**src/rtl/tmvp_pkg.sv**
```systemverilog
// ----------------------------------------------------------------------------
// tmvp_pkg
// Shared types and constants for the transposed matrix-vector product block.
// ----------------------------------------------------------------------------
`default_nettype none

package tmvp_pkg;

  localparam int TMVP_MAX_SIZE = 1024;
  localparam int TMVP_SIZE_W   = 11;
  localparam int TMVP_ELEM_W   = 16;
  localparam int TMVP_PROD_W   = 32;
  localparam int TMVP_ACC_W    = 48;
  localparam int TMVP_IDX_W    = 10;

  typedef struct packed {
    logic signed [TMVP_ELEM_W-1:0] matrix_element;
    logic signed [TMVP_ELEM_W-1:0] vector_element;
  } tmvp_in_t;

  typedef struct packed {
    logic        [TMVP_IDX_W-1:0] column_index;
    logic signed [TMVP_ACC_W-1:0] column_sum;
    logic                         last_column;
  } tmvp_out_t;

  // position of the current item inside the matrix
  typedef struct packed {
    logic first_row;
    logic last_row;
    logic last_col;
  } tmvp_pos_t;

endpackage

`default_nettype wire

```
**src/rtl/tmvp_mac.sv**
```systemverilog
// ----------------------------------------------------------------------------
// tmvp_mac
// Multiply stage, read-modify-write of the column sum, and output register.
// ----------------------------------------------------------------------------
`default_nettype none

module tmvp_mac #(
  parameter int MAX_SIZE = tmvp_pkg::TMVP_MAX_SIZE
) (
  input  wire logic                                clk,
  input  wire logic                                rst_n,
  input  wire logic                                in_valid,
  output      logic                                in_ready,
  input  wire tmvp_pkg::tmvp_in_t                  in_data,
  output      logic                                out_valid,
  input  wire logic                                out_ready,
  output      tmvp_pkg::tmvp_out_t                 out_data,
  input  wire logic [$clog2(MAX_SIZE)-1:0]         col,
  input  wire tmvp_pkg::tmvp_pos_t                 pos,
  output      logic                                accept,
  output      logic                                ram_wr_en,
  output      logic [$clog2(MAX_SIZE)-1:0]         ram_wr_addr,
  output      logic [tmvp_pkg::TMVP_ACC_W-1:0]     ram_wr_data,
  input  wire logic [tmvp_pkg::TMVP_ACC_W-1:0]     ram_rd_data
);

  import tmvp_pkg::*;

  localparam int CW = $clog2(MAX_SIZE);
  localparam int XW = (CW > TMVP_IDX_W) ? CW : TMVP_IDX_W;

  logic                          a_valid_r, a_valid_nxt;
  logic [CW-1:0]                 a_col_r;
  tmvp_pos_t                     a_pos_r;
  logic signed [TMVP_PROD_W-1:0] a_prod_r;
  logic                          a_fwd_r;
  logic [TMVP_ACC_W-1:0]         wb_r;
  logic                          out_valid_r, out_valid_nxt;
  tmvp_out_t                     out_data_r;
  logic signed [TMVP_PROD_W-1:0] prod;
  logic                          a_fire;
  logic [TMVP_ACC_W-1:0]         base;
  logic [TMVP_ACC_W-1:0]         sum;
  logic [XW-1:0]                 col_ext;

  assign prod = in_data.matrix_element * in_data.vector_element;

  // only a last-row item needs room in the output register
  assign a_fire   = a_valid_r && (!a_pos_r.last_row || !out_valid_r || out_ready);
  assign in_ready = !a_valid_r || a_fire;
  assign accept   = in_valid && in_ready;

  // back-to-back transfers to one column: the ram read missed the write
  assign base = a_pos_r.first_row ? '0 : (a_fwd_r ? wb_r : ram_rd_data);
  assign sum  = base + {{(TMVP_ACC_W - TMVP_PROD_W){a_prod_r[TMVP_PROD_W-1]}}, a_prod_r};

  assign ram_wr_en   = a_fire;
  assign ram_wr_addr = a_col_r;
  assign ram_wr_data = sum;

  assign col_ext = XW'(a_col_r);

  always_comb begin
    a_valid_nxt = a_valid_r;
    if (accept) begin
      a_valid_nxt = 1'b1;
    end else if (a_fire) begin
      a_valid_nxt = 1'b0;
    end
    out_valid_nxt = out_valid_r;
    if (a_fire && a_pos_r.last_row) begin
      out_valid_nxt = 1'b1;
    end else if (out_ready) begin
      out_valid_nxt = 1'b0;
    end
  end

  always_ff @(posedge clk) begin
    if (!rst_n) begin
      a_valid_r   <= 1'b0;
      out_valid_r <= 1'b0;
    end else begin
      a_valid_r   <= a_valid_nxt;
      out_valid_r <= out_valid_nxt;
    end
  end

  always_ff @(posedge clk) begin
    if (accept) begin
      a_col_r  <= col;
      a_pos_r  <= pos;
      a_prod_r <= prod;
      a_fwd_r  <= a_fire && (a_col_r == col);
    end
    if (a_fire) begin
      wb_r <= sum;
    end
    if (a_fire && a_pos_r.last_row) begin
      out_data_r.column_index <= col_ext[TMVP_IDX_W-1:0];
      out_data_r.column_sum   <= sum;
      out_data_r.last_column  <= a_pos_r.last_col;
    end
  end

  assign out_valid = out_valid_r;
  assign out_data  = out_data_r;

endmodule

`default_nettype wire

```
**config.mk**
```make
export PLATFORM = sky130hd
export DESIGN_NAME = tmvp_mac
export DESIGN_NICKNAME = d
export VERILOG_FILES = /design/src/rtl/tmvp_pkg.sv /design/src/rtl/tmvp_mac.sv
export SDC_FILE = /design/constraint.sdc
export NUM_CORES = 1
export LEC_CHECK = 0
export ABC_AREA = 1
export BUFFER_PORTS_ARGS = -buffer_cell sky130_fd_sc_hd__buf_2
export CAP_MARGIN = 20
export CORE_MARGIN = 4
export CORE_UTILIZATION = 50
export CTS_CLUSTER_DIAMETER = 100
export DETAILED_ROUTE_END_ITERATION = 16
export GPL_TIMING_DRIVEN = 0
export PLACE_DENSITY = 0.69
export SLEW_MARGIN = 15
export SYNTH_ARGS = -nofsm -noshare
export SYNTH_HDL_FRONTEND = slang
export SYNTH_SLANG_ARGS = --single-unit
```
**constraint.sdc**
```tcl
create_clock -name clk -period 19.8 [get_ports clk]
set_clock_uncertainty 0.1 [all_clocks]
set_input_delay 3.96 -clock clk [delete_from_list [all_inputs] [get_ports clk]]
set_output_delay 3.96 -clock clk [all_outputs]
set_load 0.05 [all_outputs]
```
# Word level (Yosys, flattened, before mapping)
# Cells that the tools add are included.
# op_classes
n_lt_le_gt_ge	0
shifts	0
bitwise	0
addsub	1
div	0
muxes	6
eq_ne	1
multipliers	1
n_reduce_logical	12
# op_table
op	n
$mux W48	2
$add A48 B48 Y48	1
$mul A16 B16 Y32	1
$eq A10 B10 Y1	1
$logic_and A1 B1 Y1	4
$mux W1	4
$reduce_bool A2 Y1	2
$logic_not A1 Y1	3
$logic_or A1 B1 Y1	3
# word_totals
output_inout_bits	121
romBits	0
elab_cells	33
mem_bits_rw	0
latch_bits	0
mem_count	0
register_bits	155
inputBits	97

# Logic depth before layout (Yosys ltp)
# depth
depth_word	7
mapped_depth	28
depth_no_buf	26

# Least setup slack after synthesis
# OpenSTA, ideal clock, no wires.
# synth_timing
path_kind	input-to-output
start	in out_ready
end	out ram_wr_en
arrival_ps	7153
cell_stages	2
t_required_ps	15740
n_path_buf	0
path_slack_ps	8587
path_cell_list	inv_1 -> a31oi_1
# synth_between
elab_chain_cells	2
# synth_rtl
element	line_no	rtl
from (decl)	tmvp_mac.sv:16	input wire logic out_ready,
$logic_or A1 B1 Y1	tmvp_mac.sv:49	assign a_fire = a_valid_r && (!a_pos_r.last_row || !out_valid_r || out_ready);
$logic_and A1 B1 Y1	tmvp_mac.sv:49	
to (decl)	tmvp_mac.sv:21	output logic ram_wr_en,
# Every way passes these cells.

# Worst setup path after layout
# layout_timing
start	in ram_rd_data[0] (netlist bit)
end	out ram_wr_data[16] (netlist bit)
# layout_between
elab_chain_cells	3
# layout_rtl
element	line_no	rtl
from (decl)	tmvp_mac.sv:24	input wire logic [tmvp_pkg::TMVP_ACC_W-1:0] ram_rd_data
$mux W48 (2 in a row)	tmvp_mac.sv:54	assign base = a_pos_r.first_row ? '0 : (a_fwd_r ? wb_r : ram_rd_data);
$add A48 B48 Y48	tmvp_mac.sv:55	assign sum = base + {{(TMVP_ACC_W - TMVP_PROD_W){a_prod_r[TMVP_PROD_W-1]}}, a_prod_r};
to (decl)	tmvp_mac.sv:23	output logic [tmvp_pkg::TMVP_ACC_W-1:0] ram_wr_data,
# Every way passes these cells.

==> results_dict.tcl <==
set metrics [dict create \
    grt-ovfl-total 0 \
    setup_tns_ns 0 \
    synth_compound_area_share_pct 3.45 \
    firstDrtPassIters 5 \
    hp-class "register to register" \
    slew_violations 0 \
    cts.repair.resized 0 \
    reg2reg_depth 19 \
    fillCellCount 3852 \
    io_pins 218 \
    cts_tree "built" \
    synth_top_family_by_area "adder cells" \
    critPathCapture "ram_wr_data[16]" \
    synth_top_cell_area_share_pct 25.5 \
    ys_warn_count 0 \
    cp_max_fo 4 \
    reg2reg_to "out_data[21]" \
    netlist_area_sq_um 20600 \
    gr-usage-all-layers_pct 27.8 \
    cts_made_buffers 17 \
    port-buffer-count 191 \
    die_h_microns 211 \
    insertion_delay_ns 0.45 \
    worstSetupStartpointType "primary input" \
    drc_errors 0 \
    htreeDepth 4 \
    die_x_microns 211 \
    synth_seq_cells 155 \
    synth-adder-area-share_pct 33.3 \
    path_class "primary input to primary output" \
    dp_hpwl_microns 52500 \
    initial_core_util_pct 50.6 \
    post-route-min-period_ns 11.03 \
    max_cap_violations 0 \
    grt_pass1_wl_microns 96700 \
    reg2reg_slack_ns 15.32 \
    synth_nets 3231 \
    gp_congestion 0.974 \
    crit_chain "buf_2 -> o21ai_0 -> nor2_1 -> ha_1 -> inv_1 -> fa_1 -> inv_1 -> nand3_1 -> nand3_1 -> nand2_1 -> nand3_1 -> nand2_1 -> nand2_1 -> xor2_1 -> buf_2" \
    antenna_left 0 \
    yosysTopAreaCell "fa_1" \
    clkTransAtPathRegs_ns 0.07 \
    vias 17800 \
    r2r_start "a_fwd_r" \
    synth_area_leaders "fa_1 (26%), edfxtp_1 (22%), nand2_1 (15%)" \
    final_hold_viol_count 0 \
    fin_crit_sh_pct 55.7 \
    wire_per_inst_microns 17.5 \
    crit_slowest_cell "fa_1" \
    setup_viol 0 \
    rsz0062_at_grt "no" \
    cp_slowest_stage_delay_ns 0.42 \
    clk_path_buf_depth 2 \
    core_sq_um 40800 \
    ys.flop_type "edfxtp_1" \
    fmax_ghz 0.0907 \
    crit_required_ns 15.74 \
    drive_gt1_share_pct 9.87 \
    crit_start "ram_rd_data[0]" \
    max_slew_margin_pct 42.0 \
    synth-edff-count 153 \
    clock_sinks 155 \
    postCtsSetupRepairBufs 0 \
    status "finished, final reports clean" \
    core.rowCount 74 \
    via_per_inst 5.09 \
    first_global_vias 18400 \
    holdBufCountCts 0 \
    crit_path_end_kind "primary output" \
    arrival_ns 6.97 \
    wirelength_microns 61300 \
    syn-mean-instance-area_sq_um 7.53 \
    syn_inst 2742 \
    cts_root_buf "clkbuf_16" \
    ys_seq_area_share_pct 22.4 \
    post_synth_and_or_nand_nor_area_fraction_pct 23.3 \
    final_core_util_pct 56.3 \
    die_area_sq_um 44600 \
    drt_iter0_markers 1385 \
    finalNetCount 3445 \
    antenna_found_initial 0 \
    syn_to_final_growth_pct 11.3 \
    worst_slew_pin_slew_ns 0.871 \
    synth.distinct_cells 31 \
    synthMuxAreaShare_pct 0 \
    grt_max_degree 40 \
    async_reset_ff_share_pct 0 \
    synth-xor-area-share_pct 2.59 \
]
==> state kept, by name (all words and copies together) (netlist names) <==
signal,flops
out_valid,1
wb_r,48
a_fwd_r,1
ram_wr_addr,10
a_valid_r,1
a_prod_r,32
a_pos_r,3
out_data,59
==> cells in the final DEF (no fill, tap or decap), types with 2 or more instances in the layout <==
cell type,instances
and2_1,2
clkbuf_1,66
buf_16,2
inv_8,5
nor3_2,5
o21ai_0,67
a21o_1,2
clkinv_8,3
dfxtp_1,2
edfxtp_1,153
nor2_4,6
nand2_1,804
inv_1,736
ha_1,129
a21oi_1,59
or2_2,4
buf_2,196
a21boi_0,2
nand4_1,30
xnor2_1,16
xor2_1,45
nand2_2,17
o21bai_1,3
nand3_1,74
nand3_2,2
clkinv_4,2
clkbuf_16,17
nand3b_1,2
buf_12,2
fa_1,263
nor2_2,18
o21a_1,3
inv_2,8
nor3_1,14
nor2_1,203
inv_6,4
==> stage by stage <==
stage	std cells	area, sq um	hold WS [ns]	setup WS [ns]
4_1_cts	3501	23000	0.327	8.77
6_report	3502	23000	0.321	8.77
2_1_floorplan	2742	20600	0.300	8.59
3_3_place_gp	3465	22300	0.300	6.99
3_5_place_dp	3469	22400	0.316	8.81
5_1_grt	3501	23000	0.334	8.60
==> Yosys cell counts (18+ instances only) <==
library cell	number
a21oi_1	59
clkbuf_1	66
edfxtp_1	153
fa_1	263
ha_1	129
inv_1	738
nand2_1	804
nand3_1	74
nand4_1	30
nor2_1	203
nor2_2	18
o21ai_0	67
xor2_1	45
==> per-layer routing <==
| metal | up-vias | global-route usage, % | wire (microns) |
|---|---|---|---|
| met5 | - | 0 | 0 |
| met3 | 128 | 4.13 | 4520 |
| met2 | 684 | 46.6 | 28800 |
| li1 | 8491 | - | - |
| met4 | 0 | 9.43 | 2100 |
| met1 | 8529 | 37.3 | 25900 |
==> cell type report <==
class	count	area (sq um)	share of cell area, %
Timing Repair Buffer	195	1050	4.58
Antenna cell	1	2.50	0.0109
Buffer	72	277	1.20
Inverter	744	2790	12.2
Tap cell	532	666	2.90
Clock buffer	17	425	1.85
Multi-Input combinational cell	1771	13000	56.4
Sequential cell	155	4630	20.2
Clock inverter	15	165	0.719
==> worst min-delay path by stage <==
stage	slack [ns]	to	cells past startpoint	startpoint
floorplan	0.30	out_data[0]	0	a_pos_r[0]
detailed placement	0.32	out_data[0]	0	a_pos_r[0]
finish	0.32	out_data[0]	0	a_pos_r[0]
global route	0.33	out_data[0]	0	a_pos_r[0]
global placement	0.30	out_data[0]	0	a_pos_r[0]
CTS	0.33	out_data[0]	0	a_pos_r[0]
==> critical path, delay by kind of cell <==
| kind | cells | cell delay [ns] |
|---|---|---|
| XOR/XNOR | 1 | 0.34 |
| buffers and inverters | 4 | 0.71 |
| adder cells (fa/ha/maj) | 2 | 0.79 |
| AO/OA/AOI/OAI | 1 | 0.07 |
| AND/OR/NAND/NOR | 7 | 1.08 |
==> cell families (layout without fill, tap and decap cells) <==
kind of cell,after synthesis,after routing
AOI/OAI and AO/OA,137,137
other,0,1
buffers and inverters,816,1043
adders and majority gates,392,392
xor gates and xnor gates,61,61
and+or+nand+nor,1181,1181
DFF,155,155
Power is not shown: default switching activity piles up to over one toggle a cycle in this logic, so the estimate is an artifact.
