`config.mk`:
```
export PLATFORM = sky130hd
export DESIGN_NAME = tmvp_seq
export DESIGN_NICKNAME = d
export VERILOG_FILES = /design/src/rtl/tmvp_pkg.sv /design/src/rtl/tmvp_seq.sv
export SDC_FILE = /design/constraint.sdc
export NUM_CORES = 1
export LEC_CHECK = 0
export BUFFER_PORTS_ARGS = -buffer_cell sky130_fd_sc_hd__clkbuf_2
export CAP_MARGIN = 15
export CORE_ASPECT_RATIO = 1.75
export CORE_MARGIN = 1.5
export CORE_UTILIZATION = 60
export DETAILED_ROUTE_END_ITERATION = 16
export PLACE_DENSITY_LB_ADDON = 0.08
export SLEW_MARGIN = 10
export SYNTH_ARGS = -nofsm -noshare
export SYNTH_HDL_FRONTEND = slang
export SYNTH_SLANG_ARGS = --single-unit
```
`constraint.sdc`:
```
create_clock -name clk -period 5.15 [get_ports clk]
set_input_delay 0.2575 -clock clk [delete_from_list [all_inputs] [get_ports clk]]
set_output_delay 0.2575 -clock clk [all_outputs]
set_load 0.01 [all_outputs]
```
`src/rtl/tmvp_pkg.sv`:
```
// ----------------------------------------------------------------------------
// tmvp_pkg
// Shared types and constants for the transposed matrix-vector product block.
// ----------------------------------------------------------------------------
`default_nettype none

package tmvp_pkg;

  localparam int TMVP_MAX_SIZE = 1024;
  localparam int TMVP_SIZE_W   = 11;
  localparam int TMVP_ELEM_W   = 16;
  localparam int TMVP_PROD_W   = 32;
  localparam int TMVP_ACC_W    = 48;
  localparam int TMVP_IDX_W    = 10;

  typedef struct packed {
    logic signed [TMVP_ELEM_W-1:0] matrix_element;
    logic signed [TMVP_ELEM_W-1:0] vector_element;
  } tmvp_in_t;

  typedef struct packed {
    logic        [TMVP_IDX_W-1:0] column_index;
    logic signed [TMVP_ACC_W-1:0] column_sum;
    logic                         last_column;
  } tmvp_out_t;

  // position of the current item inside the matrix
  typedef struct packed {
    logic first_row;
    logic last_row;
    logic last_col;
  } tmvp_pos_t;

endpackage

`default_nettype wire

```
`src/rtl/tmvp_seq.sv`:
```
// ----------------------------------------------------------------------------
// tmvp_seq
// Size register and row/column counters that walk the matrix.
// ----------------------------------------------------------------------------
`default_nettype none

module tmvp_seq #(
  parameter int MAX_SIZE = tmvp_pkg::TMVP_MAX_SIZE
) (
  input  wire logic                                 clk,
  input  wire logic                                 rst_n,
  input  wire logic                                 cfg_valid,
  output      logic                                 cfg_ready,
  input  wire logic [tmvp_pkg::TMVP_SIZE_W-1:0]     cfg_data,
  input  wire logic                                 advance,
  output      logic [$clog2(MAX_SIZE)-1:0]          col,
  output      tmvp_pkg::tmvp_pos_t                  pos
);

  import tmvp_pkg::*;

  localparam int CW = $clog2(MAX_SIZE);
  localparam int SW = ($clog2(MAX_SIZE + 1) > TMVP_SIZE_W) ? $clog2(MAX_SIZE + 1)
                                                          : TMVP_SIZE_W;

  logic [CW-1:0] col_r, col_nxt;
  logic [CW-1:0] row_r, row_nxt;
  logic [CW-1:0] last_r, last_nxt;
  logic [SW-1:0] size_ext;
  logic          cfg_wr;

  assign cfg_ready = 1'b1;
  assign cfg_wr    = cfg_valid && cfg_ready;
  assign size_ext  = SW'(cfg_data);

  // zero acts as one, oversize clamps to the memory depth
  always_comb begin
    if (size_ext == '0) begin
      last_nxt = '0;
    end else if (size_ext > SW'(MAX_SIZE)) begin
      last_nxt = CW'(MAX_SIZE - 1);
    end else begin
      last_nxt = CW'(size_ext - SW'(1));
    end
  end

  assign pos.first_row = (row_r == '0);
  assign pos.last_row  = (row_r == last_r);
  assign pos.last_col  = (col_r == last_r);
  assign col           = col_r;

  always_comb begin
    col_nxt = col_r;
    row_nxt = row_r;
    if (cfg_wr) begin
      col_nxt = '0;
      row_nxt = '0;
    end else if (advance) begin
      if (pos.last_col) begin
        col_nxt = '0;
        row_nxt = pos.last_row ? '0 : row_r + CW'(1);
      end else begin
        col_nxt = col_r + CW'(1);
      end
    end
  end

  always_ff @(posedge clk) begin
    if (!rst_n) begin
      col_r  <= '0;
      row_r  <= '0;
      last_r <= '0;
    end else begin
      col_r <= col_nxt;
      row_r <= row_nxt;
      if (cfg_wr) begin
        last_r <= last_nxt;
      end
    end
  end

endmodule

`default_nettype wire

```
* Word level (Yosys, flattened, before mapping)
Index checks and enable logic that the tools add are counted.
Widths: inputs -> output; s select.
** Word-level totals
- Register bits after elaboration :: 30
- Bits in latches :: 0
- Memory bits (writable) :: 0
- Bits in read-only memories :: 0
- Input bits :: 15
- Output and inout bits :: 14
- Logic and storage cells :: 18
- Memories :: 0
** Cells by class
- Add/subtract/negate cells :: 3
- Multiply operators :: 0
- Divide/modulo/power cells :: 0
- Order comparisons :: 1
- Equal/unequal tests :: 2
- Shift operators :: 0
- Muxes and demuxes :: 4
- Bitwise operators :: 1
- Reductions and logical operators :: 4
** Operators by type and width (count)
- $mux 10 :: 4
- $add 10x1->10 const B :: 2
- $eq 10x10->1 :: 2
- $gt 11x11->1 const B :: 1
- $logic_not 11->1 :: 1
- $logic_not 10->1 :: 1
- $sub 10x1->10 const B :: 1
- $reduce_and 2->1 :: 1
- $reduce_or 2->1 :: 1
- $not 1->1 :: 1

* Longest topological paths before layout
Gate-level depths: netlist (run 1).
- Depth after elaboration :: 3
- Mapped depth :: 7
- Gate-level depth less buffers :: 7

* Worst setup path before layout (run 1)
OpenSTA, ideal clock, no wires.
- Kind :: reg2reg
- Start point :: register col_r[6], in the netlist col[6]
- End point :: register row_r[5]
- Library setup time :: 0.128 ns
- Data arrival time :: 1.536 ns
- Data required time :: 5.022 ns
- Path slack :: 3.486 ns
- Stages on the path, launching flop included :: 7
- Buffers on the path :: 1
- Clock period less this slack :: 1.664 ns
- Cells stage by stage :: dfxtp_1 xor2_1 nor4_4 nand4_2 buf_6 a32oi_1 o41ai_2
** Between the ends
- Word-level cells in the longest chain between the ends :: 2
** RTL lines
- start, declared :: line tmvp_seq.sv:26 : logic [CW-1:0] col_r, col_nxt;
- start signal, assigned :: line tmvp_seq.sv:74 : col_r <= col_nxt;
- $eq 10x10->1 :: line tmvp_seq.sv:49 : assign pos.last_col = (col_r == last_r);
- $reduce_and 2->1 (no source line)
- end signal, assigned :: line tmvp_seq.sv:75 : row_r <= row_nxt;
- end, declared :: line tmvp_seq.sv:27 : logic [CW-1:0] row_r, row_nxt;
No other way between the ends.
A chain may end at the register's enable or synchronous reset.

==> metrics.yaml, run 1 <==
htreeDepth: 2
power_leakage_uw: 0.000919
hpwl_um: 3290
holdBufCountCts: 0
fin_nets: 274
place.gp.congestion: 0.812
pwr_density_cell_nw_per_um2: 237
grt_max_degree: 24
ys_seq_area_share_pct: 30.8
synth.distinct_cells: 48
cp-start-kind: "register"
max-cap-violations: 0
synthArstFlopShare_pct: 0
synth.area.top_cells: "dfxtp_1 (31%), xor2_1 (13%), o21ai_0 (5.4%)"
max_clock_freq_ghz: 0.486
hold_violations: 0
fin_ws_ps: 3090
min_path_type: "input port to register"
post_cts_buffers: 0
stdcell_count: 299
cts_buffer_depth: 2
grt_pass1_wl_um: 7160
worstSkewPairLatency_ps: 280
antenna_cells: 0
cts_tree: "done"
synth_top_area_cell: "dfxtp_1"
cts_buffers: 5
clock-sinks: 30
setup_tns_ps: 0
drt_iter0_markers: 39
dieArea_um2: 3610
post_cts_resized: 0
root_buffer: "clkbuf_8"
fillers: 299
yosys_warnings: 0
drt_wl_total_um: 4350
wire_per_inst_um: 14.5
syn_area_um2: 1950
grt_usage_pct: 26.8
dp.cells: 291
area_growth_pct: 10.8
synth_nets: 252
vias: 1757
rsz0062_at_grt: "false"
yosys_most_used_dff: "dfxtp_1"
fp.dieW_um: 46.1
multi_input_area_um2: 1230
vias_per_cell: 5.88
status: "finished, final reports clean"
critPathMaxFanout: 9
core_area_um2: 3110
synth_edf_count: 0
grt_antenna_before_repair: 0
crit_buf_inv: 2
die_y_um: 78.4
rows: 27
register_area_um2: 601
cpPeakStageDelay_ps: 520
io-pin-count: 29
path_cells: "xor2_1, nor4_2, nand3_2, inv_1, clkbuf_2"
grt_pass1_vias: 1612
crit_type: "register to primary output"
tightest_slew_ps: 572
setup-violations-final: 0
drive_gt1_share_pct: 19.1
syn-instance-count: 233
overflow: 0
start_util_pct: 62.7
whs_ps: 233
drt_pre_antenna_iters: 4
crit_path_top_delay_cell: "dfxtp_1"
portBuffers: 27
cp.required_ps: 4890
avgSynthCellArea_um2: 8.37
synth_top_cell_area_share_pct: 30.8
maxSlewViolCount: 0
fin_skew_ps: 4.50
post-place-ws_ps: 3210
min_period_over_period_pct: 40.0
route.antenna.remaining_nets: 0
drc: 0
crit_family: "simple AND/OR/NAND/NOR gates"
synth-seq-cells: 30
clk_pin_slew_ps: 60
crit_arrival_ps: 1800
max-vdd-ir-drop_mv: 0.170
min_period_ps: 2060
endpoint_kind: "primary output"
max-slew-margin-rel_pct: 61.5
routing by layer:
metal  vias to the layer above  GRT usage, %  part of all wire, %
met3                        10          5.98                  3.9
met4                         0          12.3                  2.5
met1                       832          29.5                   40
met2                        41          45.8                   53
li1                        874             -                    -
met5                         -             0                    0
worst register-to-register path, cell delays in order (launching register included):
cell and delay (ps):
dfxtp_1 470, xor2_1 150, nor4_4 340, nand4_2 370
nand2b_4 290, o41ai_2 260
cells in the mapped netlist, types with 2 or more instances:
cell and n:
buf_4 2, nor4_1 3, nor4_2 2, nand4b_1 3, and2_1 6, xor2_1 28, nor2_1 19, buf_2 4
nor3_1 4, o21ai_0 21, o31ai_1 6, and4_1 2, nand4_1 6, inv_1 9, nor2b_1 3, nand2_1 19
ha_1 4, dfxtp_1 30, a31oi_1 6, a32oi_1 7, nand3_1 6, nor4_4 2, clkbuf_1 3, nor3b_1 2
buf_6 2, xnor2_1 2, nand3_2 2, and3_1 4, a21oi_1 4, nand2b_1 2, or3_1 3
state kept, by name (all words and copies together) (netlist names):
| register | cells |
|---|---|
| last_r | 10 |
| col | 10 |
| row_r | 10 |
logic make-up after synthesis:
| logic type | count (synthesis) | synth area share [%] |
|---|---|---|
| buffers and inverters | 23 | 5.97 |
| other | 1 | 0.192 |
| DFF | 30 | 30.8 |
| AOI/OAI and AO/OA | 50 | 17.2 |
| adders and majority gates | 4 | 2.57 |
| xor gates and xnor gates | 30 | 13.5 |
| and+or+nand+nor | 95 | 29.8 |
metrics by stage:
| stage | area (um^2) | total power [uW] | util (%) |
|---|---|---|---|
| 2_1_floorplan | 1950 | 304 | - |
| 3_5_place_dp | 2070 | 323 | 66.5 |
| 4_1_cts | 2160 | 514 | 69.5 |
| 3_3_place_gp | 2070 | 322 | 66.5 |
| 6_report | 2160 | 512 | 69.5 |
| 5_1_grt | 2160 | 536 | 69.5 |
layout by cell type, fill, tap and decap left out, drive strengths merged, types with 2 or more instances in the layout:
cell | Yosys | final
clkbuf | 4 | 34
dfxtp | 30 | 30
xor2 | 28 | 28
o21ai | 21 | 21
nor2 | 19 | 19
nand2 | 19 | 19
inv | 9 | 9
nand3 | 9 | 9
a32oi | 7 | 7
a31oi | 7 | 7
nand4 | 7 | 7
nor4 | 7 | 7
o31ai | 6 | 6
and2 | 6 | 6
and3 | 5 | 5
nor3 | 4 | 4
a21oi | 4 | 4
ha | 4 | 4
or3 | 3 | 3
nor2b | 3 | 3
nand4b | 3 | 3
nand2b | 3 | 3
clkinv | 1 | 2
and4 | 2 | 2
nor3b | 2 | 2
xnor2 | 2 | 2
final timing paths:
kind                            cells after the start  slack [ps]                     end                    from
worst min register to register                      2         510  last_r[4]$_SDFFE_PN0P_  last_r[4]$_SDFFE_PN0P_
worst max-delay path                                5        3090                  pos[1]   row_r[6]$_SDFFE_PP0P_
worst min-delay path                                2         230  last_r[1]$_SDFFE_PN0P_               cfg_valid
worst max register to register                      5        3190   row_r[5]$_SDFFE_PP0P_     col[0]$_SDFFE_PP0P_
power breakdown:
group | leakage [uW] | switching (uW) | internal, uW
logic | 0.000626 | 42.1 | 27.3
registers | 0.000245 | 9.65 | 239
clock network | 0.0000482 | 85.9 | 108
total | 0.000919 | 138 | 374
final cells by class:
type	count	share of cell area [%]
flip-flops and latches	30	27.8
multi-input cells	180	57.1
clock buffers	7	4.00
repair buffers	28	6.60
inverters	10	1.80
clock inverters	1	0.232
well taps	43	2.49
Power figures use the tool's default switching activity.
==> run 2: changes to the inputs <==
ABC_AREA = 1   (was unset)
CORE_UTILIZATION = 52   (was 60)
clock period = 1.75 ns   (was 5.15 ns; I/O delays follow)
==> run 2 against run 1 <==
Compared with the run above: wire length increased by 20%; sequential power increased to 2.9 times the previous value; via count increased by 23%; count of clock-buffer cells in the layout unchanged; worst setup slack got worse by 3000 ps; worst hold slack got worse by 130 ps; synthesized cell count increased by 48%; register-to-register slack got worse by 3000 ps; design area increased by 14%.
==> metrics.yaml, run 2 <==
endpoint_kind: "primary output"  # unchanged
crit_arrival_ps: 1580  # was 1800 ps
dr_wl_met3_um: 118  # was 169 um
maxSlewViolCount: 0  # unchanged
drt_pre_antenna_iters: 4  # unchanged
cp.required_ps: 1660  # was 4890 ps
min_period_ps: 1660
rsz0062_at_grt: "false"  # unchanged
yosys_most_used_dff: "dfxtp_1"  # unchanged
synth_nets: 363  # was 252
fin_nets: 403  # was 274
area_growth_pct: 17.9  # was 10.8%
wire_per_inst_um: 12.0  # was 14.5 um
place.gp.congestion: 0.833  # was 0.812
critPathMaxFanout: 6  # was 9
drt_iter0_markers: 43  # was 39
max_clock_freq_ghz: 0.601
status: "finished, final reports clean"  # unchanged
drive_gt1_share_pct: 18.2  # was 19.1%
ys_seq_area_share_pct: 28.8  # was 30.8%
min_period_over_period_pct: 95.1
vias: 2156  # was 1757
placed_cell_area_um2: 2310  # was 2070 um^2
avgSynthCellArea_um2: 6.06  # was 8.37 um^2
syn_area_um2: 2080  # was 1950 um^2
final_cell_mix: "nand2_1 (111), inv_1 (60), nor2_1 (37), clkbuf_2 (27), dfxtp_1 (26)"  # was dfxtp_1 (30), xor2_1 (28), clkbuf_2 (27), o21ai_0 (21)
min_path_type: "input port to register"  # unchanged
synth_top_cell_area_share_pct: 28.8  # was 30.8%
synth_edf_count: 0  # unchanged
final_util_pct: 63.6  # was 69.5%
grt_usage_pct: 25.9  # was 26.8%
clock-sinks: 30  # unchanged
drc: 0  # unchanged
worstHoldStart: "cfg_data[10]"  # was cfg_valid
antenna_cells: 0  # unchanged
fp.dieW_um: 50.9  # was 46.1 um
wl_met1_um: 2050  # was 1750 um
grt_antenna_before_repair: 0  # unchanged
whs_ps: 101  # was 233 ps
synthArstFlopShare_pct: 0  # unchanged
hpwl_um: 4170  # was 3290 um
grt_max_degree: 18  # was 24
cts_tree: "done"  # unchanged
synth-seq-cells: 30  # unchanged
max-cap-violations: 0  # unchanged
overflow: 0  # unchanged
drt_wl_total_um: 5200  # was 4350 um
stdcell_area_um2: 2460  # was 2160 um^2
max-slew-margin-rel_pct: 59.6  # was 61.5%
power_leakage_uw: 0.00116  # was 0.000919 uW
synth.distinct_cells: 28  # was 48
dieArea_um2: 4410  # was 3610 um^2
setup-violations-final: 0  # unchanged
cts_buffer_depth: 2  # unchanged
die_y_um: 86.8  # was 78.4 um
hold_violations: 0  # unchanged
yosys.cell_count.top_type: "nand2_1"  # was dfxtp_1
cp-start-kind: "register"  # unchanged
syn-instance-count: 344  # was 233
cts_buffers: 5  # unchanged
start_util_pct: 53.9  # was 62.7%
rows: 30  # was 27
clk_pin_slew_ps: 60  # about the same
io-pin-count: 29  # unchanged
tightest_slew_ps: 606  # was 572 ps
pwr_density_cell_nw_per_um2: 642  # was 237 nW/um^2
crit_type: "register to primary output"  # unchanged
worstSkewPairLatency_ps: 280  # about the same
r2r_start: "col[0]$_SDFFE_PP0P_"  # unchanged
htreeDepth: 2  # unchanged
highest_layer: "met4"  # unchanged
synth.area.top_cells: "dfxtp_1 (29%), nand2_1 (20%), inv_1 (11%)"  # was dfxtp_1 (31%), xor2_1 (13%), o21ai_0 (5.4%)
setup_tns_ps: 0  # unchanged
wl_met2_um: 2920  # was 2320 um
yosys_warnings: 0  # unchanged
final_common_cell: "nand2_1"  # was dfxtp_1
grt_pass1_vias: 2004  # was 1612
fin_skew_ps: 2.12  # was 4.50 ps
portBuffers: 27  # unchanged
cp-startpoint: "row_r[5]$_SDFFE_PP0P_"  # was row_r[6]$_SDFFE_PP0P_
synth_common_cells: "nand2_1 (111), inv_1 (60), nor2_1 (38)"  # was dfxtp_1 (30), xor2_1 (28), o21ai_0 (21)
vias_per_cell: 4.98  # was 5.88
max-vdd-ir-drop_mv: 0.494  # was 0.170 mV
route.antenna.remaining_nets: 0  # unchanged
synth_top_area_cell: "dfxtp_1"  # unchanged
core_area_um2: 3870  # was 3110 um^2
grt_pass1_wl_um: 8610  # was 7160 um
root_buffer: "clkbuf_8"  # unchanged
==> run 2: critical path, cell delays in order (launching register included) <==
cell and delay, ps:
dfxtp_1 390, inv_1 110, nand2_1 70, nand2_1 40
nor2_1 140, nand3_1 170, nor2_4 210, clkbuf_2 160
==> run 2: path summary, 6_finish.rpt <==
path | depth (start not counted) | end | slack, ps
worst max-delay path | 7 | pos[1] | 90
worst min-delay path | 3 | last_r[8]$_SDFFE_PN0P_ | 100
worst max register to register | 10 | col[5]$_SDFFE_PP0P_ | 180
worst min register to register | 2 | row_r[1]$_SDFFE_PP0P_ | 500
==> run 2: through the flow <==
step | worst slack (ps) | total power [uW] | instances
finish | 85.4 | 1580 | 433
global route | 1.30 | 1660 | 433
CTS | 24.4 | 1580 | 430
detailed placement | 159 | 999 | 422
global placement | 173 | 995 | 422
floorplan | 313 | 912 | 344
==> run 2: where the power goes <==
part	internal (uW)	total, uW	leakage (uW)	switching (uW)
clock network	317	581	0.0000482	264
registers	704	723	0.000247	19.1
logic	102	274	0.000861	172
total	1120	1580	0.00116	455
==> run 2: cells by family after synthesis <==
kind of cell,synth area share [%]
flip-flops,28.8
AND/OR/NAND/NOR,42.4
XOR/XNOR,6.72
other,0.180
adder cells (fa/ha/maj),2.40
AO/OA/AOI/OAI,7.26
buffers and inverters,12.2
==> run 2: final cells by class <==
cell class / count / area, um^2
multi-input cells: 249 / 1240
flip-flops and latches: 30 / 606
clock buffers: 7 / 86.3
well taps: 48 / 60.1
fillers: 391 / 1410
clock inverters: 1 / 5.00
inverters: 62 / 233
repair buffers: 36 / 228
==> run 2: routing by layer <==
metal	vias to the layer above	track usage (%)
met4	0	8.85
met3	8	4.14
met2	30	51.9
met5	-	0
met1	988	25.6
li1	1130	-
==> run 2: repair_timing <==
item	4_1_cts	5_1_grt
endpoints found under the setup margin	1	15
gates cloned	0	0
gates resized for setup	1	6
hold buffers	0	0
buffers inserted	0	3
pin swaps	0	2
==> run 3: changes to the inputs <==
CORE_ASPECT_RATIO = 2   (was 1.75)
==> run 3 against run 2 <==
Compared with the run above: wire length increased by 2.1%; highest routed layer unchanged; power increased by 0.47%; worst hold slack improved by 1.1 ps; design area decreased by 0.97%; sequential power about the same; utilization decreased by 0.25 points; worst setup slack improved by 31 ps; critical endpoint is now pos[0].
==> metrics.yaml, run 3 (synthesis results as in run 2) <==
crit_family: "simple AND/OR/NAND/NOR gates"  # unchanged
vias: 2155  # was 2156
fin_nets: 403  # unchanged
min_path_type: "input port to register"  # unchanged
min_period_ps: 1630  # was 1660 ps
area_growth_pct: 16.8  # was 17.9%
pwr-share-seq_pct: 45.6  # was 45.8%
cp-start-kind: "register"  # unchanged
sw_frac_of_total_pct: 29.5  # was 28.8%
wire_per_inst_um: 12.2  # was 12.0 um
cts_tree: "done"  # unchanged
r2r_cells: 10  # unchanged
clock-sinks: 30  # unchanged
clk_pin_slew_ps: 70  # was 60 ps
drive_gt1_share_pct: 18.7  # was 18.2%
power_leakage_uw: 0.00115  # was 0.00116 uW
power_uw: 1590  # was 1580 uW
placed_cell_area_um2: 2310  # about the same
grt_antenna_before_repair: 0  # unchanged
cp-endpoint: "pos[0]"  # was pos[1]
die_y_um: 92.5  # was 86.8 um
drt_wl_total_um: 5310  # was 5200 um
overflow: 0  # unchanged
max-slew-margin-rel_pct: 59.6  # about the same
internal-power_uw: 1120  # about the same
final_cell_mix: "nand2_1 (111), inv_1 (60), nor2_1 (37), clkbuf_2 (27), dfxtp_1 (24)"  # was nand2_1 (111), inv_1 (60), nor2_1 (37), clkbuf_2 (27), dfxtp_1 (26)
status: "finished, final reports clean"  # unchanged
grt_usage_pct: 26.9  # was 25.9%
dieArea_um2: 4420  # was 4410 um^2
grt_pass1_vias: 2010  # was 2004
antenna_cells: 0  # unchanged
max-vdd-ir-drop_mv: 0.462  # was 0.494 mV
setup_tns_ps: 0  # unchanged
cp_common_cell: "nand2_1"  # unchanged
rrSetupSlack_ps: 150  # was 180 ps
whs_ps: 102  # was 101 ps
crit_path_top_delay_cell: "dfxtp_1"  # unchanged
fp.dieW_um: 47.8  # was 50.9 um
grt_max_degree: 18  # unchanged
drt_iter0_markers: 35  # was 43
vias_per_cell: 4.94  # was 4.98
r2r_start: "col[1]$_SDFFE_PP0P_"  # was col[0]$_SDFFE_PP0P_
stdcell_area_um2: 2430  # was 2460 um^2
cpPeakStageDelay_ps: 410  # was 390 ps
path_cells: "inv_1, nand2_1, nand2_1, nor2_2, nand3_2, nor2_1, clkbuf_2"  # was inv_1, nand2_1, nand2_1, nor2_1, nand3_1, nor2_4, clkbuf_2
route.antenna.remaining_nets: 0  # unchanged
pwr_density_cell_nw_per_um2: 651  # was 642 nW/um^2
p_sw_uw: 467  # was 455 uW
setup-violations-final: 0  # unchanged
portBuffers: 27  # unchanged
critPathMaxFanout: 5  # was 6
crit_type: "register to primary output"  # unchanged
core_area_um2: 3840  # was 3870 um^2
fin_skew_ps: 7.47  # was 2.12 ps
rows: 32  # was 30
root_buffer: "clkbuf_8"  # unchanged
cp-startpoint: "col[3]$_SDFFE_PP0P_"  # was row_r[5]$_SDFFE_PP0P_
hold_violations: 0  # unchanged
grt_pass1_wl_um: 8600  # was 8610 um
tightest_slew_ps: 605  # was 606 ps
cts_buffer_depth: 2  # unchanged
io-pin-count: 29  # unchanged
clkPwrFrac_pct: 37.6  # was 36.8%
min_period_over_period_pct: 93.3  # was 95.1%
endpoint_kind: "primary output"  # unchanged
drt_pre_antenna_iters: 4  # unchanged
cts_buffers: 5  # unchanged
worstHoldStart: "cfg_data[10]"  # unchanged
drc: 0  # unchanged
cp.required_ps: 1660  # about the same
crit_buf_inv: 2  # unchanged
start_util_pct: 54.2  # was 53.9%
final_util_pct: 63.3  # was 63.6%
final_common_cell: "nand2_1"  # unchanged
place.gp.congestion: 0.843  # was 0.833
htreeDepth: 2  # unchanged
maxSlewViolCount: 0  # unchanged
rr_endpoint: "col[7]$_SDFFE_PP0P_"  # was col[5]$_SDFFE_PP0P_
crit_cells: 7  # unchanged
holdBufCountCts: 0  # unchanged
rsz0062_at_grt: "false"  # unchanged
max-cap-violations: 0  # unchanged
hpwl_um: 4200  # was 4170 um
comb_power_share_pct: 16.8  # was 17.4%
max_clock_freq_ghz: 0.612  # was 0.601 GHz
crit_arrival_ps: 1550  # was 1580 ps
worstSkewPairLatency_ps: 290  # was 280 ps
-- run 3: cell count changes in the layout (fill, tap and decap cells not counted) --
cell     before  now
dfxtp_2       4    6
nand2_2       4    5
buf_12        2    0
buf_4         7    9
dfxtp_1      26   24
nand2_4       1    0
-- run 3: final cells by class --
type / count / area (um^2)
Clock inverter: 1 / 5.00
Clock buffer: 7 / 86.3
Sequential cell: 30 / 608
Tap cell: 51 / 63.8
Timing Repair Buffer: 36 / 203
Inverter: 62 / 233
Multi-Input combinational cell: 249 / 1240
Fill cell: 401 / 1410
-- run 3: how the worst min path moves through the flow --
stage | endpoint | depth (start not counted)
global placement | last_r[8]$_SDFFE_PN0P_ | 3
finish | last_r[8]$_SDFFE_PN0P_ | 3
global route | last_r[8]$_SDFFE_PN0P_ | 3
floorplan | col[0]$_SDFFE_PP0P_ | 2
detailed placement | last_r[8]$_SDFFE_PN0P_ | 3
CTS | last_r[8]$_SDFFE_PN0P_ | 3
-- run 3: repair_timing --
item	4_1_cts	5_1_grt
pin swaps	0	1
buffers inserted	0	3
resized for setup	1	7
setup endpoints to repair	1	11
gates cloned	0	0
-- run 3: metal layers --
| metal | global-route usage [%] | share of wire [%] |
|---|---|---|
| met1 | 26.6 | 37 |
| met2 | 48.3 | 57 |
| met3 | 4.29 | 3.1 |
| met4 | 14.0 | 2.8 |
| met5 | 0 | 0 |
-- run 3: worst min-delay path, stage by stage --
cell      delay, ps
clkbuf_2        110
nor3_1           50
o22ai_1          90
-- run 3: power groups by stage --
stage,clock network [uW],registers [uW],logic (uW)
5_1_grt,623,724,301
4_1_cts,605,722,260
3_3_place_gp,0,737,253
6_report,596,723,267
2_1_floorplan,0,734,178
3_5_place_dp,0,737,255
-- run 3: per-stage QoR --
stage	setup WS, ps	cells
after floorplan	313	344
after global placement	134	425
after detailed placement	163	425
after CTS	54.8	433
after global routing	6.82	436
final	117	436
